[config.mk]
export PLATFORM = sky130hd
export DESIGN_NAME = topological_sort_kahn_flat
export DESIGN_NICKNAME = d
export VERILOG_FILES = /design/src/tsk_pkg.sv /design/src/tsk_if.sv /design/src/topological_sort_kahn.sv /design/src/tsk_engine.sv /design/src/flat_wrapper.sv
export SDC_FILE = /design/constraint.sdc
export NUM_CORES = 2
export LEC_CHECK = 0
export CAP_MARGIN = 20
export CORE_UTILIZATION = 27
export DETAILED_ROUTE_END_ITERATION = 8
export DONT_BUFFER_PORTS = 1
export GPL_TIMING_DRIVEN = 0
export SYNTH_ARGS = -nofsm -noshare
export SYNTH_HDL_FRONTEND = slang
export SYNTH_SLANG_ARGS = --single-unit
export TNS_END_PERCENT = 5
[constraint.sdc]
create_clock -name clock -period 5.7 [get_ports clock]
set_input_delay 0.57 -clock clock [delete_from_list [all_inputs] [get_ports clock]]
set_output_delay 0.57 -clock clock [all_outputs]
set_load 0.01 [all_outputs]
[src/tsk_pkg.sv]
// Shared types, sizes and codes of the topological sort block.
// Used by the interfaces, the sort engine and the top level; depends on nothing.
package tsk_pkg;

   localparam int MAX_NODES = 64;
   localparam int MAX_EDGES = 256;

   // Node ids are six bits wide, so no more than 64 nodes can ever be in use.
   localparam int ID_W       = 6;
   localparam int ID_REACH   = 64;
   localparam int NODE_LIMIT = (MAX_NODES < ID_REACH) ? MAX_NODES : ID_REACH;
   localparam int NODE_AW    = (NODE_LIMIT > 1) ? $clog2(NODE_LIMIT) : 1;
   localparam int NODE_CW    = $clog2(NODE_LIMIT + 1);
   localparam int CFG_W      = 7;

   localparam int EDGE_AW    = (MAX_EDGES > 1) ? $clog2(MAX_EDGES) : 1;
   localparam int EDGE_CW    = $clog2(MAX_EDGES + 1);
   localparam int DEG_W      = EDGE_CW;

   localparam logic [1:0] ACT_LOAD  = 2'd0;
   localparam logic [1:0] ACT_SORT  = 2'd1;
   localparam logic [1:0] ACT_CLEAR = 2'd2;

   typedef struct packed {
      logic [1:0]      action;
      logic [ID_W-1:0] edge_source;
      logic [ID_W-1:0] edge_target;
   } item_type;

   typedef struct packed {
      logic [ID_W-1:0] node_id;
      logic            node_valid;
      logic            cycle_found;
      logic            edges_dropped;
      logic            last;
   } result_type;

   typedef enum logic [3:0] {
      S_IDLE,
      S_CLR,
      S_CNT_RD,
      S_CNT_IDX,
      S_CNT_WR,
      S_SEED_RD,
      S_SEED_CHK,
      S_POP,
      S_POP_ID,
      S_WK_RD,
      S_WK_IDX,
      S_WK_WR,
      S_EMIT,
      S_NONE
   } sort_state_type;

endpackage

[src/tsk_if.sv]
// Valid/ready channel interfaces for the request and response sides.
// Depends on tsk_pkg for the field widths.
interface tsk_req_if;
   logic                     valid;
   logic                     ready;
   logic [1:0]               action;
   logic [tsk_pkg::ID_W-1:0] edge_source;
   logic [tsk_pkg::ID_W-1:0] edge_target;

   modport source (output valid, action, edge_source, edge_target, input ready);
   modport sink   (input valid, action, edge_source, edge_target, output ready);
endinterface

interface tsk_rsp_if;
   logic                     valid;
   logic                     ready;
   logic [tsk_pkg::ID_W-1:0] node_id;
   logic                     node_valid;
   logic                     cycle_found;
   logic                     edges_dropped;
   logic                     last;

   modport source (output valid, node_id, node_valid, cycle_found, edges_dropped, last,
                   input ready);
   modport sink   (input valid, node_id, node_valid, cycle_found, edges_dropped, last,
                   output ready);
endinterface

[src/topological_sort_kahn.sv]
// Top level of the Kahn topological sort block: channel ports, node count
// register and response register. Depends on tsk_pkg, tsk_if and tsk_engine.
//
// Usage. Every request transaction carries an action and one edge. A load
// appends the edge to a 256-entry edge store and a clear empties the store
// and clears the sticky drop flag; neither produces a response, and loads
// stream at one per cycle while no sort is running. A sort runs Kahn's
// algorithm over nodes 0 to node_count-1, clipped to at most 64 nodes, and
// returns one response transaction per ordered node in topological order,
// zero in-degree nodes seeded in ascending id order. The final response
// carries last, and cycle_found when fewer nodes came out than are in use.
// When no node can be ordered, a single response with node_valid low and
// last high is returned. A sort clears the in-degrees, counts them in a walk
// over the single-port edge store, seeds the ready queue, then walks the
// whole edge store again for every emitted node. Responses are registered on
// the way out. A stalled receiver holds the response register; the engine
// waits on it and resumes when it drains.
// Reset is synchronous and active high; it empties the edge store, clears the
// drop flag and sets node_count to zero. No memory clearing pass is needed.
module topological_sort_kahn (
   input  logic                       clock,
   input  logic                       reset,
   tsk_req_if.sink                    req_ch,
   tsk_rsp_if.source                  rsp_ch,
   input  logic                       csr_we,
   input  logic [tsk_pkg::CFG_W-1:0]  csr_wdata
);
   import tsk_pkg::*;

   // Node count register; the user must write it only while the engine is idle, the block does not enforce it.
   logic [CFG_W-1:0] node_count_ff;

   item_type   item;
   result_type res;
   logic       res_valid;
   logic       res_ready;

   // Response register that separates the engine from the receiver.
   logic       rsp_valid_ff;
   result_type rsp_data_ff;

   assign item = '{action: req_ch.action, edge_source: req_ch.edge_source,
                   edge_target: req_ch.edge_target};

   tsk_engine u_engine (
      .clock      (clock),
      .reset      (reset),
      .item       (item),
      .item_valid (req_ch.valid),
      .item_ready (req_ch.ready),
      .node_count (node_count_ff),
      .res        (res),
      .res_valid  (res_valid),
      .res_ready  (res_ready)
   );

   // The engine may hand over a new result whenever the register is empty
   // or is being emptied in this same cycle.
   assign res_ready = !rsp_valid_ff || rsp_ch.ready;

   always_ff @(posedge clock) begin
      if (reset) begin
         node_count_ff <= '0;
         rsp_valid_ff  <= 1'b0;
      end else begin
         if (csr_we) node_count_ff <= csr_wdata;
         if (res_valid && res_ready) begin
            rsp_valid_ff <= 1'b1;
         end else if (rsp_ch.ready) begin
            rsp_valid_ff <= 1'b0;
         end
      end
      if (res_valid && res_ready) rsp_data_ff <= res;
   end

   assign rsp_ch.valid         = rsp_valid_ff;
   assign rsp_ch.node_id       = rsp_data_ff.node_id;
   assign rsp_ch.node_valid    = rsp_data_ff.node_valid;
   assign rsp_ch.cycle_found   = rsp_data_ff.cycle_found;
   assign rsp_ch.edges_dropped = rsp_data_ff.edges_dropped;
   assign rsp_ch.last          = rsp_data_ff.last;

endmodule

[src/tsk_engine.sv]
// Sort engine: edge store, in-degree memory, ready queue and the sequencer
// that walks them. Depends on tsk_pkg.
module tsk_engine (
   input  logic                         clock,
   input  logic                         reset,
   input  tsk_pkg::item_type            item,
   input  logic                         item_valid,
   output logic                         item_ready,
   input  logic [tsk_pkg::CFG_W-1:0]    node_count,
   output tsk_pkg::result_type          res,
   output logic                         res_valid,
   input  logic                         res_ready
);
   import tsk_pkg::*;

   sort_state_type       state_ff, state_in;
   logic [EDGE_CW-1:0]   edge_total_ff, edge_total_in;
   logic                 overflow_ff, overflow_in;
   logic [EDGE_CW-1:0]   eidx_ff, eidx_in;
   logic [NODE_CW-1:0]   vidx_ff, vidx_in;
   logic [NODE_CW-1:0]   head_ff, head_in;
   logic [NODE_CW-1:0]   tail_ff, tail_in;
   logic [ID_W-1:0]      cur_id_ff, cur_id_in;

   logic [2*ID_W-1:0]    edge_mem [MAX_EDGES];
   logic [2*ID_W-1:0]    edge_rd_ff;
   logic                 edge_we, edge_re;
   logic [EDGE_AW-1:0]   edge_waddr, edge_raddr;

   logic [DEG_W-1:0]     deg_mem [NODE_LIMIT];
   logic [DEG_W-1:0]     deg_rd_ff;
   logic                 deg_we, deg_re;
   logic [NODE_AW-1:0]   deg_waddr, deg_raddr;
   logic [DEG_W-1:0]     deg_wdata;

   logic [ID_W-1:0]      fifo_mem [NODE_LIMIT];
   logic [ID_W-1:0]      fifo_rd_ff;
   logic                 fifo_we, fifo_re;
   logic [NODE_AW-1:0]   fifo_waddr, fifo_raddr;
   logic [ID_W-1:0]      fifo_wdata;

   logic [NODE_CW-1:0]   n_lim;
   logic [ID_W-1:0]      e_src, e_tgt;
   logic                 e_in_range;
   logic                 queue_done;

   assign n_lim = (node_count > CFG_W'(NODE_LIMIT)) ? NODE_CW'(NODE_LIMIT)
                                                    : NODE_CW'(node_count);
   assign e_src = edge_rd_ff[2*ID_W-1:ID_W];
   assign e_tgt = edge_rd_ff[ID_W-1:0];
   assign e_in_range = (CFG_W'(e_src) < CFG_W'(n_lim)) && (CFG_W'(e_tgt) < CFG_W'(n_lim));
   assign queue_done = (head_ff == tail_ff);

   always_ff @(posedge clock) begin
      if (edge_we) edge_mem[edge_waddr] <= {item.edge_source, item.edge_target};
      if (edge_re) edge_rd_ff <= edge_mem[edge_raddr];
      if (deg_we) deg_mem[deg_waddr] <= deg_wdata;
      if (deg_re) deg_rd_ff <= deg_mem[deg_raddr];
      if (fifo_we) fifo_mem[fifo_waddr] <= fifo_wdata;
      if (fifo_re) fifo_rd_ff <= fifo_mem[fifo_raddr];
   end

   always_ff @(posedge clock) begin
      if (reset) begin
         state_ff      <= S_IDLE;
         edge_total_ff <= '0;
         overflow_ff   <= 1'b0;
         eidx_ff       <= '0;
         vidx_ff       <= '0;
         head_ff       <= '0;
         tail_ff       <= '0;
      end else begin
         state_ff      <= state_in;
         edge_total_ff <= edge_total_in;
         overflow_ff   <= overflow_in;
         eidx_ff       <= eidx_in;
         vidx_ff       <= vidx_in;
         head_ff       <= head_in;
         tail_ff       <= tail_in;
      end
      cur_id_ff <= cur_id_in;
   end

   always_comb begin
      state_in      = state_ff;
      edge_total_in = edge_total_ff;
      overflow_in   = overflow_ff;
      eidx_in       = eidx_ff;
      vidx_in       = vidx_ff;
      head_in       = head_ff;
      tail_in       = tail_ff;
      cur_id_in     = cur_id_ff;
      item_ready    = 1'b0;
      edge_we       = 1'b0;
      edge_re       = 1'b0;
      edge_waddr    = edge_total_ff[EDGE_AW-1:0];
      edge_raddr    = eidx_ff[EDGE_AW-1:0];
      deg_we        = 1'b0;
      deg_re        = 1'b0;
      deg_waddr     = e_tgt[NODE_AW-1:0];
      deg_raddr     = e_tgt[NODE_AW-1:0];
      deg_wdata     = deg_rd_ff + DEG_W'(1);
      fifo_we       = 1'b0;
      fifo_re       = 1'b0;
      fifo_waddr    = tail_ff[NODE_AW-1:0];
      fifo_raddr    = head_ff[NODE_AW-1:0];
      fifo_wdata    = e_tgt;
      res_valid     = 1'b0;
      res           = '{node_id: cur_id_ff, node_valid: 1'b1,
                        cycle_found: queue_done && (head_ff < n_lim),
                        edges_dropped: overflow_ff, last: queue_done};

      case (state_ff)
         S_IDLE: begin
            item_ready = 1'b1;
            if (item_valid) begin
               case (item.action)
                  ACT_LOAD: begin
                     if (edge_total_ff < EDGE_CW'(MAX_EDGES)) begin
                        edge_we       = 1'b1;
                        edge_total_in = edge_total_ff + EDGE_CW'(1);
                     end else begin
                        overflow_in = 1'b1;
                     end
                  end
                  ACT_SORT: begin
                     vidx_in  = '0;
                     head_in  = '0;
                     tail_in  = '0;
                     state_in = S_CLR;
                  end
                  ACT_CLEAR: begin
                     edge_total_in = '0;
                     overflow_in   = 1'b0;
                  end
                  default: begin
                  end
               endcase
            end
         end
         S_CLR: begin
            if (vidx_ff < n_lim) begin
               deg_we    = 1'b1;
               deg_waddr = vidx_ff[NODE_AW-1:0];
               deg_wdata = '0;
               vidx_in   = vidx_ff + NODE_CW'(1);
            end else begin
               eidx_in  = '0;
               state_in = S_CNT_RD;
            end
         end
         S_CNT_RD: begin
            if (eidx_ff < edge_total_ff) begin
               edge_re  = 1'b1;
               state_in = S_CNT_IDX;
            end else begin
               vidx_in  = '0;
               state_in = S_SEED_RD;
            end
         end
         S_CNT_IDX: begin
            if (e_in_range) begin
               deg_re   = 1'b1;
               state_in = S_CNT_WR;
            end else begin
               eidx_in  = eidx_ff + EDGE_CW'(1);
               state_in = S_CNT_RD;
            end
         end
         S_CNT_WR: begin
            deg_we   = 1'b1;
            eidx_in  = eidx_ff + EDGE_CW'(1);
            state_in = S_CNT_RD;
         end
         S_SEED_RD: begin
            if (vidx_ff < n_lim) begin
               deg_re    = 1'b1;
               deg_raddr = vidx_ff[NODE_AW-1:0];
               state_in  = S_SEED_CHK;
            end else begin
               state_in = S_POP;
            end
         end
         S_SEED_CHK: begin
            if (deg_rd_ff == '0 && tail_ff < n_lim) begin
               fifo_we    = 1'b1;
               fifo_wdata = ID_W'(vidx_ff);
               tail_in    = tail_ff + NODE_CW'(1);
            end
            vidx_in  = vidx_ff + NODE_CW'(1);
            state_in = S_SEED_RD;
         end
         S_POP: begin
            if (head_ff < tail_ff) begin
               fifo_re  = 1'b1;
               head_in  = head_ff + NODE_CW'(1);
               state_in = S_POP_ID;
            end else begin
               state_in = S_NONE;
            end
         end
         S_POP_ID: begin
            cur_id_in = fifo_rd_ff;
            eidx_in   = '0;
            state_in  = S_WK_RD;
         end
         S_WK_RD: begin
            if (eidx_ff < edge_total_ff) begin
               edge_re  = 1'b1;
               state_in = S_WK_IDX;
            end else begin
               state_in = S_EMIT;
            end
         end
         S_WK_IDX: begin
            if (e_in_range && e_src == cur_id_ff) begin
               deg_re   = 1'b1;
               state_in = S_WK_WR;
            end else begin
               eidx_in  = eidx_ff + EDGE_CW'(1);
               state_in = S_WK_RD;
            end
         end
         S_WK_WR: begin
            if (deg_rd_ff != '0) begin
               deg_we    = 1'b1;
               deg_wdata = deg_rd_ff - DEG_W'(1);
               if (deg_rd_ff == DEG_W'(1) && tail_ff < n_lim) begin
                  fifo_we = 1'b1;
                  tail_in = tail_ff + NODE_CW'(1);
               end
            end
            eidx_in  = eidx_ff + EDGE_CW'(1);
            state_in = S_WK_RD;
         end
         S_EMIT: begin
            res_valid = 1'b1;
            if (res_ready) begin
               state_in = queue_done ? S_IDLE : S_POP;
            end
         end
         S_NONE: begin
            res_valid = 1'b1;
            res       = '{node_id: '0, node_valid: 1'b0, cycle_found: (n_lim != '0),
                          edges_dropped: overflow_ff, last: 1'b1};
            if (res_ready) begin
               state_in = S_IDLE;
            end
         end
         default: begin
            state_in = S_IDLE;
         end
      endcase
   end

   a_queue_order: assert property (@(posedge clock) disable iff (reset)
      head_ff <= tail_ff) else $error("queue head passed its tail");

   a_store_bound: assert property (@(posedge clock) disable iff (reset)
      edge_total_ff <= EDGE_CW'(MAX_EDGES)) else $error("edge count beyond store size");

   a_empty_is_last: assert property (@(posedge clock) disable iff (reset)
      res_valid && !res.node_valid |-> res.last)
      else $error("result without a node is not the final one");

   a_last_ends_run: assert property (@(posedge clock) disable iff (reset)
      res_valid && res_ready && res.last |=> state_ff == S_IDLE)
      else $error("sort run continued after its final result");

   a_emit_has_node: assert property (@(posedge clock) disable iff (reset)
      state_ff == S_EMIT |-> head_ff != '0) else $error("node emitted before any pop");

endmodule

[src/flat_wrapper.sv]
// flat-port wrapper written by rule: the top's interface ports become plain ports
module topological_sort_kahn_flat import tsk_pkg::*;
  (clock, reset, csr_we, csr_wdata, req_ch_valid, req_ch_action, req_ch_edge_source, req_ch_edge_target, req_ch_ready, rsp_ch_valid, rsp_ch_node_id, rsp_ch_node_valid, rsp_ch_cycle_found, rsp_ch_edges_dropped, rsp_ch_last, rsp_ch_ready);
  tsk_req_if req_ch_i ();
  tsk_rsp_if rsp_ch_i ();
  input  logic clock;
  input  logic reset;
  input  logic csr_we;
  input  logic [tsk_pkg::CFG_W-1:0] csr_wdata;
  input wire logic [$bits(req_ch_i.valid)-1:0] req_ch_valid;
  input wire logic [$bits(req_ch_i.action)-1:0] req_ch_action;
  input wire logic [$bits(req_ch_i.edge_source)-1:0] req_ch_edge_source;
  input wire logic [$bits(req_ch_i.edge_target)-1:0] req_ch_edge_target;
  output wire logic [$bits(req_ch_i.ready)-1:0] req_ch_ready;
  output wire logic [$bits(rsp_ch_i.valid)-1:0] rsp_ch_valid;
  output wire logic [$bits(rsp_ch_i.node_id)-1:0] rsp_ch_node_id;
  output wire logic [$bits(rsp_ch_i.node_valid)-1:0] rsp_ch_node_valid;
  output wire logic [$bits(rsp_ch_i.cycle_found)-1:0] rsp_ch_cycle_found;
  output wire logic [$bits(rsp_ch_i.edges_dropped)-1:0] rsp_ch_edges_dropped;
  output wire logic [$bits(rsp_ch_i.last)-1:0] rsp_ch_last;
  input wire logic [$bits(rsp_ch_i.ready)-1:0] rsp_ch_ready;
  assign req_ch_i.valid = req_ch_valid;
  assign req_ch_i.action = req_ch_action;
  assign req_ch_i.edge_source = req_ch_edge_source;
  assign req_ch_i.edge_target = req_ch_edge_target;
  assign req_ch_ready = req_ch_i.ready;
  assign rsp_ch_valid = rsp_ch_i.valid;
  assign rsp_ch_node_id = rsp_ch_i.node_id;
  assign rsp_ch_node_valid = rsp_ch_i.node_valid;
  assign rsp_ch_cycle_found = rsp_ch_i.cycle_found;
  assign rsp_ch_edges_dropped = rsp_ch_i.edges_dropped;
  assign rsp_ch_last = rsp_ch_i.last;
  assign rsp_ch_i.ready = rsp_ch_ready;
  topological_sort_kahn u_core (.clock(clock), .reset(reset), .req_ch(req_ch_i), .rsp_ch(rsp_ch_i), .csr_we(csr_we), .csr_wdata(csr_wdata));
endmodule
---- After elaboration in Yosys (flattened, before gate mapping) ----
Memory sizes are Yosys's and may differ from the RTL's. A register that Yosys moved wholly into a read port is not among the register bits.
Cells that the tools add are included.
operators by class
  add/sub/neg operators ................... 7
  $lt $le $gt $ge ......................... 9
  equal/unequal tests ..................... 33
  muxes and demuxes ....................... 70
  reduce and logical (&&, ||, !) cells .... 30
operators by type and width
  operator                                                               count
  7-bit 2-to-1 mux                                                       9
  9-bit 2-to-1 mux                                                       6
  4-bit one-hot mux with 13 select lines                                 1
  9-bit one-hot mux with 5 select lines                                  1
  9-bit one-hot mux with 2 select lines                                  2
  6-bit 2-to-1 mux                                                       5
  7-bit less-than comparator                                             4
  7-bit one-hot mux with 4 select lines                                  1
  9-bit by 1-bit adder with 9-bit output, second input constant          3
  1-bit 2-to-1 mux                                                       27
  4-bit equality test, second input constant                             6
  4-bit 2-to-1 mux                                                       6
  2-bit inequality test, second input constant                           12
  7-bit by 1-bit adder with 7-bit output, second input constant          3
  7-bit one-hot mux with 3 select lines                                  1
  4-bit by 3-bit equality test with 1-bit output, second input constant  4
  4-bit AND reduction                                                    4
  3-bit 2-to-1 mux                                                       5
  6-bit by 7-bit less-than comparator with 1-bit output                  2
  7-bit one-hot mux with 2 select lines                                  1
  5-bit AND reduction                                                    2
  9-bit by 1-bit equality test with 1-bit output, second input constant  1
  9-bit zero test                                                        1
  9-bit less-than comparator                                             1
  other kinds (26)                                                       41
storage, ports and cells
  flip-flop bits (word level) ............. 68
  bits in writable memories ............... 4032
  output and inout port bits .............. 12
  memories ................................ 3
memories
  name                      depth  bits a word  read ports  clocked after memory_dff  write ports  RTL line          source
  u_core.u_engine.edge_mem  256    12           1           1                         1            tsk_engine.sv:25  logic [2*ID_W-1:0] edge_mem [MAX_EDGES];
  u_core.u_engine.deg_mem   64     9            1           1                         1            tsk_engine.sv:30  logic [DEG_W-1:0] deg_mem [NODE_LIMIT];
  u_core.u_engine.fifo_mem  64     6            1           1                         1            tsk_engine.sv:36  logic [ID_W-1:0] fifo_mem [NODE_LIMIT];

---- Depth between registers and ports, before layout ----
  depth in word-level cells ............... 9
  mapped depth ............................ 16
  mapped depth without buffers ............ 12

---- Modules after synthesis ----
From an unflattened synthesis, not the netlist that was laid out.
unflattened totals
  cells, all modules ...................... 7667
  area total of the unflattened synthesis .. 161356.0 um^2
modules (own cells, without submodules)
  module                 times used  cells each  area an instance (um^2)
  tsk_engine             1           7629        160761.7
  topological_sort_kahn  1           38          594.3

---- Worst setup path before layout ----
No wires, ideal clock.
  path type ............................... flip-flop to flip-flop
  start ................................... register u_core.node_count_ff[6]
  end ..................................... memory u_core.u_engine.deg_mem[0][8] in the netlist's numbering, data pin
  data arrival time ....................... 4.637 ns
  data required time ...................... 4.980 ns
  slack ................................... 0.343 ns
  cell stages (with the launch flop) ...... 10
  path buffers ............................ 1
  period minus slack after synthesis ...... 5.357 ns
  cells stage by stage .................... dfxtp_1 > inv_1 > nand2_1 > ha_1 > and3_1 > o21ai_0 > o211ai_4 > nor4_2 > clkbuf_1 > o31ai_1
on the way
  word-level cells in the longest chain between the ends .. 5
ends and longest elaborated chain
  what                                     RTL line                     source
  start, declared                          topological_sort_kahn.sv:31  logic [CFG_W-1:0] node_count_ff;
  start signal, assigned                   topological_sort_kahn.sv:66  if (csr_we) node_count_ff <= csr_wdata;
  7-bit > comparator                       tsk_engine.sv:47             assign n_lim = (node_count > CFG_W'(NODE_LIMIT)) ? NODE_CW'(NODE_LIMIT)
  7-bit 2-to-1 mux *                       tsk_engine.sv:47
  7-bit less-than comparator *             tsk_engine.sv:142            if (vidx_ff < n_lim) begin
  9-bit 2-to-1 mux *                       tsk_engine.sv:142
  9-bit one-hot mux with 2 select lines *  tsk_engine.sv:113            case (state_ff)
  named net u_core.u_engine.deg_wdata[8]   tsk_engine.sv:34             logic [DEG_W-1:0] deg_wdata;
  end, declared                            tsk_engine.sv:30
The timed path passes the listed nets; every way through them passes the cells marked *.

---- Worst setup path after layout ----
  start ................................... register u_core.node_count_ff[6]
  end ..................................... memory u_core.u_engine.deg_mem[13][5] in the netlist's numbering, enable pin
on the way
  word-level cells in the longest chain between the ends .. 7
ends and longest elaborated chain
  what                                    RTL line           source
  7-bit > comparator                      tsk_engine.sv:47
  7-bit 2-to-1 mux *                      tsk_engine.sv:47
  7-bit less-than comparator *            tsk_engine.sv:142
  1-bit 2-to-1 mux                        tsk_engine.sv:142
  1-bit one-hot mux with 3 select lines   tsk_engine.sv:113
  1-bit 2-to-1 mux                        tsk_engine.sv:57   if (deg_we) deg_mem[deg_waddr] <= deg_wdata;
  1-bit 2-to-1 mux (implied by the code)  tsk_engine.sv:57
Every way passes the cells marked *; elsewhere a longest branch is shown, timed or not.

==> impl_results.md <==
- CTS sink count: slightly above 4,000
- Top-count cell post-synth: sky130_fd_sc_hd__edfxtp_1
- CORE AREA: roughly 600,000 um^2
- Cell class contributing the biggest share of worst-path delay: simple AND/OR/NAND/NOR gates
- Worst-case clock skew: approximately 0.074 ns
- Routed wire length per instance: 27.70 um
- Startpoint of the worst-slack reg-to-reg timing path: u_core.node_count_ff[6]
- Critical path startpoint category: flop
- Number of DRC markers after the initial detailed-route iteration: between 10,000 and 15,000
- Post-synth net total: ~7,500
- Number of stages on the worst hold path: 1
- Number of global-route vias before repair: 81,087
- Total count of max-transition violations in the final report: 100
- Reported leakage power: approximately 56 nW
- Maximum capacitance violations: 0
- Initial antenna violation count: 32
- Combined buffer and inverter count along the critical path: 2
- Cells along the critical path: inv_1 > nand2_1 > ha_1 > and3_1 > o21ai_1 > o211ai_4 > nor4_4 > clkbuf_1 > mux2i_1 > nand2_1 > nor2_1
- Slowest library cell on the worst path: sky130_fd_sc_hd__nor2_1
- Global-route met2 utilization: 0.2293
- Number of different library cells in the post-synthesis netlist: 82
- Peak per-stage delay on the critical path: 0.86 ns
- Count of standard-cell rows: 283
- Dominant synthesized flop cell: sky130_fd_sc_hd__edfxtp_1
- Top Ports: 38
- Effective utilization at floorplan: 0.2712
- Vias per cell: 5.023
- Routed vias: approximately 82,000
- Final setup violating endpoints: 46
- Unrepaired setup endpoints after global routing: true
- Cell count after synthesis: 7,451
- Crit end category: flop
- R2R depth: 11
- CTS H-Tree Depth: 5
- Syn Std Cell Area: approximately 160,000 um^2
- Global route total overflow: 0
- Maximum clock frequency: 173.7 MHz
- Remaining routing DRC violations: 0
- Violations in the final reports: max-slew violations, negative setup slack
- Ys async rst share: 0
- Cells after DPL: 15,475
- Total of buffers placed on input and output ports: 0
- Summed area of non-filler cells in the final layout: roughly 190,000 um^2
- Data required, critical path: around 6.2 ns
- Post-DP Area: 173,200 um^2
- Global-route wire length before repair: 628,900 um
- Reg2reg setup slack: -0.06 ns
- Worst Min Path Start: req_ch_edge_target[5]
- Arrival time at the worst endpoint: 6.29 ns
- Die area: 599,500 um^2
- TritonCTS clock tree: built
- Global-route met1 utilization: 0.1978
- Average cell area after synthesis: ~22 um^2
- Worst path most repeated cell: sky130_fd_sc_hd__nand2_1
- Endpoint of the worst register-to-register path: u_core.u_engine.deg_mem[13][5]
- WL final: around 450,000 um
- Share of layout cells above drive strength 1: 0.2705
- Outcome: finished with violations
- Transition time at the pin with the least slew margin: 1.699 ns
- Number of hold violations in the final report: 0
- Clock root buffer: sky130_fd_sc_hd__clkbuf_16
- Type of the worst min-delay path: input pin to flop
- GRT busiest layer: met2
- Endpoint with the worst hold slack: u_core.u_engine.edge_mem[51][5]
- Global-route total usage across every layer: 0.1453
- Floorplan die height: 774.3 um
- Largest cells by area after synthesis: sky130_fd_sc_hd__edfxtp_1 (76%), sky130_fd_sc_hd__mux4_2 (16%), sky130_fd_sc_hd__nor2_1 (1.1%), sky130_fd_sc_hd__nand2_1 (0.86%), sky130_fd_sc_hd__mux2i_1 (0.80%)
- Top-area cell type share of the netlist area: 0.7600
- Floorplan die width: 774.3 um
- Post-detailed-placement half-perimeter wirelength: around 300,000 um
- Largest net degree at the start of global routing: 257
- GRT met3 Usage: 0.03470
- Worst ir drop on vdd: 0.2650 mV
- Area delta synth->final: 16.44%
- Period Utilization, post-route: 1.010
- Number of CTS-inserted buffers: 387
- Post-detailed-route count of antenna-violating nets: 0
- Worst path depth: 11
- Count of TritonRoute iterations in the first routing pass: 8
- Worst skew pair latency: 0.96 ns
- Proportion of synthesized chip area in sequential cells: 0.7664
- Clock transition at the registers of the reported paths: 0.06 ns
- Final design utilization: 0.3157
- Worst Setup Slack, final: -0.05659 ns
- PwrDens: 346.1 nW/um^2
- Commonest cells post-synth: sky130_fd_sc_hd__edfxtp_1 (4,075), sky130_fd_sc_hd__mux4_2 (1,145), sky130_fd_sc_hd__nor2_1 (459)
- Max_slew headroom: -0.1326
- Synthesis warning total: 0
- Deepest clock path buffer count: 4
- Finished Layout Cells: roughly 16,000
- Number of register bits inferred by synthesis: a little over 4,000
- Global placement routability congestion: 0.9132
- Total Nets Final: 8,249
- Post-synth EDFFs: just over 4,000
- Period minus WS final: around 5.8 ns
- Largest fanout of any net on the critical path: 10
- Crit path kind: flop to flop
- Synth area leader: sky130_fd_sc_hd__edfxtp_1
placed cells by master, fill, tap and decap left out, types with 33 or more instances in the layout:
| cell | n |
|---|---|
| sky130_fd_sc_hd__a211oi_1 | 35 |
| sky130_fd_sc_hd__a21oi_1 | 136 |
| sky130_fd_sc_hd__a31oi_1 | 44 |
| sky130_fd_sc_hd__buf_1 | 37 |
| sky130_fd_sc_hd__buf_16 | 37 |
| sky130_fd_sc_hd__buf_2 | 117 |
| sky130_fd_sc_hd__buf_4 | 185 |
| sky130_fd_sc_hd__buf_6 | 86 |
| sky130_fd_sc_hd__bufinv_16 | 36 |
| sky130_fd_sc_hd__clkbuf_1 | 282 |
| sky130_fd_sc_hd__clkbuf_16 | 388 |
| sky130_fd_sc_hd__clkbuf_2 | 33 |
| sky130_fd_sc_hd__clkinv_1 | 79 |
| sky130_fd_sc_hd__clkinv_2 | 68 |
| sky130_fd_sc_hd__dfxtp_1 | 52 |
| sky130_fd_sc_hd__edfxtp_1 | 4075 |
| sky130_fd_sc_hd__ha_1 | 54 |
| sky130_fd_sc_hd__inv_1 | 35 |
| sky130_fd_sc_hd__mux2i_1 | 127 |
| sky130_fd_sc_hd__mux4_2 | 1145 |
| sky130_fd_sc_hd__nand2_1 | 364 |
| sky130_fd_sc_hd__nand3_1 | 74 |
| sky130_fd_sc_hd__nor2_1 | 401 |
| sky130_fd_sc_hd__nor2_2 | 52 |
| sky130_fd_sc_hd__o21ai_0 | 34 |
| sky130_fd_sc_hd__o22ai_1 | 45 |
flip-flops by register name, indices dropped and copies added, names as in the netlist, 4 cells and up:
signal,count
u_core.u_engine.fifo_mem,384
u_core.u_engine.tail_ff,7
u_core.u_engine.head_ff,7
u_core.node_count_ff,7
u_core.u_engine.edge_total_ff,9
u_core.u_engine.fifo_rd_ff,6
u_core.rsp_ch.node_id,6
u_core.u_engine.eidx_ff,9
u_core.u_engine.edge_rd_ff,12
u_core.u_engine.state_ff,4
u_core.u_engine.edge_mem,3072
u_core.u_engine.deg_mem,576
u_core.u_engine.cur_id_ff,6
u_core.u_engine.vidx_ff,7
u_core.u_engine.deg_rd_ff,9
worst max-delay path by stage:
| stage | slack, ns | start | endpoint |
|---|---|---|---|
| after global placement | -4.95 | u_core.node_count_ff[6] | u_core.u_engine.deg_mem[8][8] |
| after detailed placement | -0.52 | u_core.node_count_ff[6] | u_core.u_engine.deg_mem[42][5] |
| after global routing | -0.15 | u_core.node_count_ff[6] | u_core.u_engine.deg_mem[35][1] |
| after floorplan | 0.34 | u_core.node_count_ff[6] | u_core.u_engine.deg_mem[0][8] |
| final | -0.06 | u_core.node_count_ff[6] | u_core.u_engine.deg_mem[13][5] |
| after CTS | 0.04 | u_core.u_engine.eidx_ff[1] | u_core.u_engine.edge_rd_ff[4] |
repair_timing:
| item | CTS | global route |
|---|---|---|
| setup buffers | 0 | 0 |
| hold endpoints to repair | 2352 | 0 |
| setup endpoints to repair | 584 | 301 |
| resized for setup | 54 | 13 |
| hold buffers | 30 | 0 |
| pin swaps | 0 | 0 |
layout make-up:
class	instances	area (um^2)
fill	55765	406300
inverter	35	131.4
sequential	4127	123400
antenna	10	25.02
tap	7837	9806
clock buffer	480	10090
clock inverter	221	2216
timing repair buffer	329	3896
buffer	410	1868
multi-input combinational	2879	36050
cells by family (layout without fill, tap and decap cells):
| group | count (synthesis) | count (layout) | synth area share |
|---|---|---|---|
| AO/OA/AOI/OAI | 454 | 454 | 0.01870 |
| XOR/XNOR | 26 | 26 | 0.001414 |
| adder cells (fa/ha/maj) | 54 | 54 | 0.004196 |
| buffers and inverters | 445 | 1475 | 0.01212 |
| flip-flops | 4127 | 4127 | 0.7664 |
| multiplexers | 1288 | 1288 | 0.1692 |
| other | 0 | 10 | 0 |
| AND/OR/NAND/NOR | 1057 | 1057 | 0.02795 |
power by group:
| part | leakage [nW] | total, mW | internal [mW] | switching, mW |
|---|---|---|---|---|
| logic | 12.7 | 5.74 | 2.34 | 3.41 |
| clock network | 6.00 | 25.7 | 14.3 | 11.4 |
| registers | 37.0 | 33.5 | 33.4 | 0.0331 |
metal layers:
metal  wire length, um  vias to the layer above
met5                46                        -
met2            209400                     4473
met1            180700                    44092
met4             16430                        8
li1                  -                    32672
met3             45640                      766
stage by stage:
step | power (mW) | TNS, ns | worst slack, ns | hold WS [ns]
detailed placement | 39.39 | -133.06 | -0.5195 | 0.4102
global route | 66.49 | -15.88 | -0.1475 | 0.03211
CTS | 65.20 | 0 | 0.04147 | 0.01461
finish | 64.89 | -1.346 | -0.05659 | 0.1098
floorplan | 37.45 | 0 | 0.3433 | 0.4003
global placement | 39.26 | -2817.83 | -4.949 | 0.4079
(Power assumes the default switching activity.)
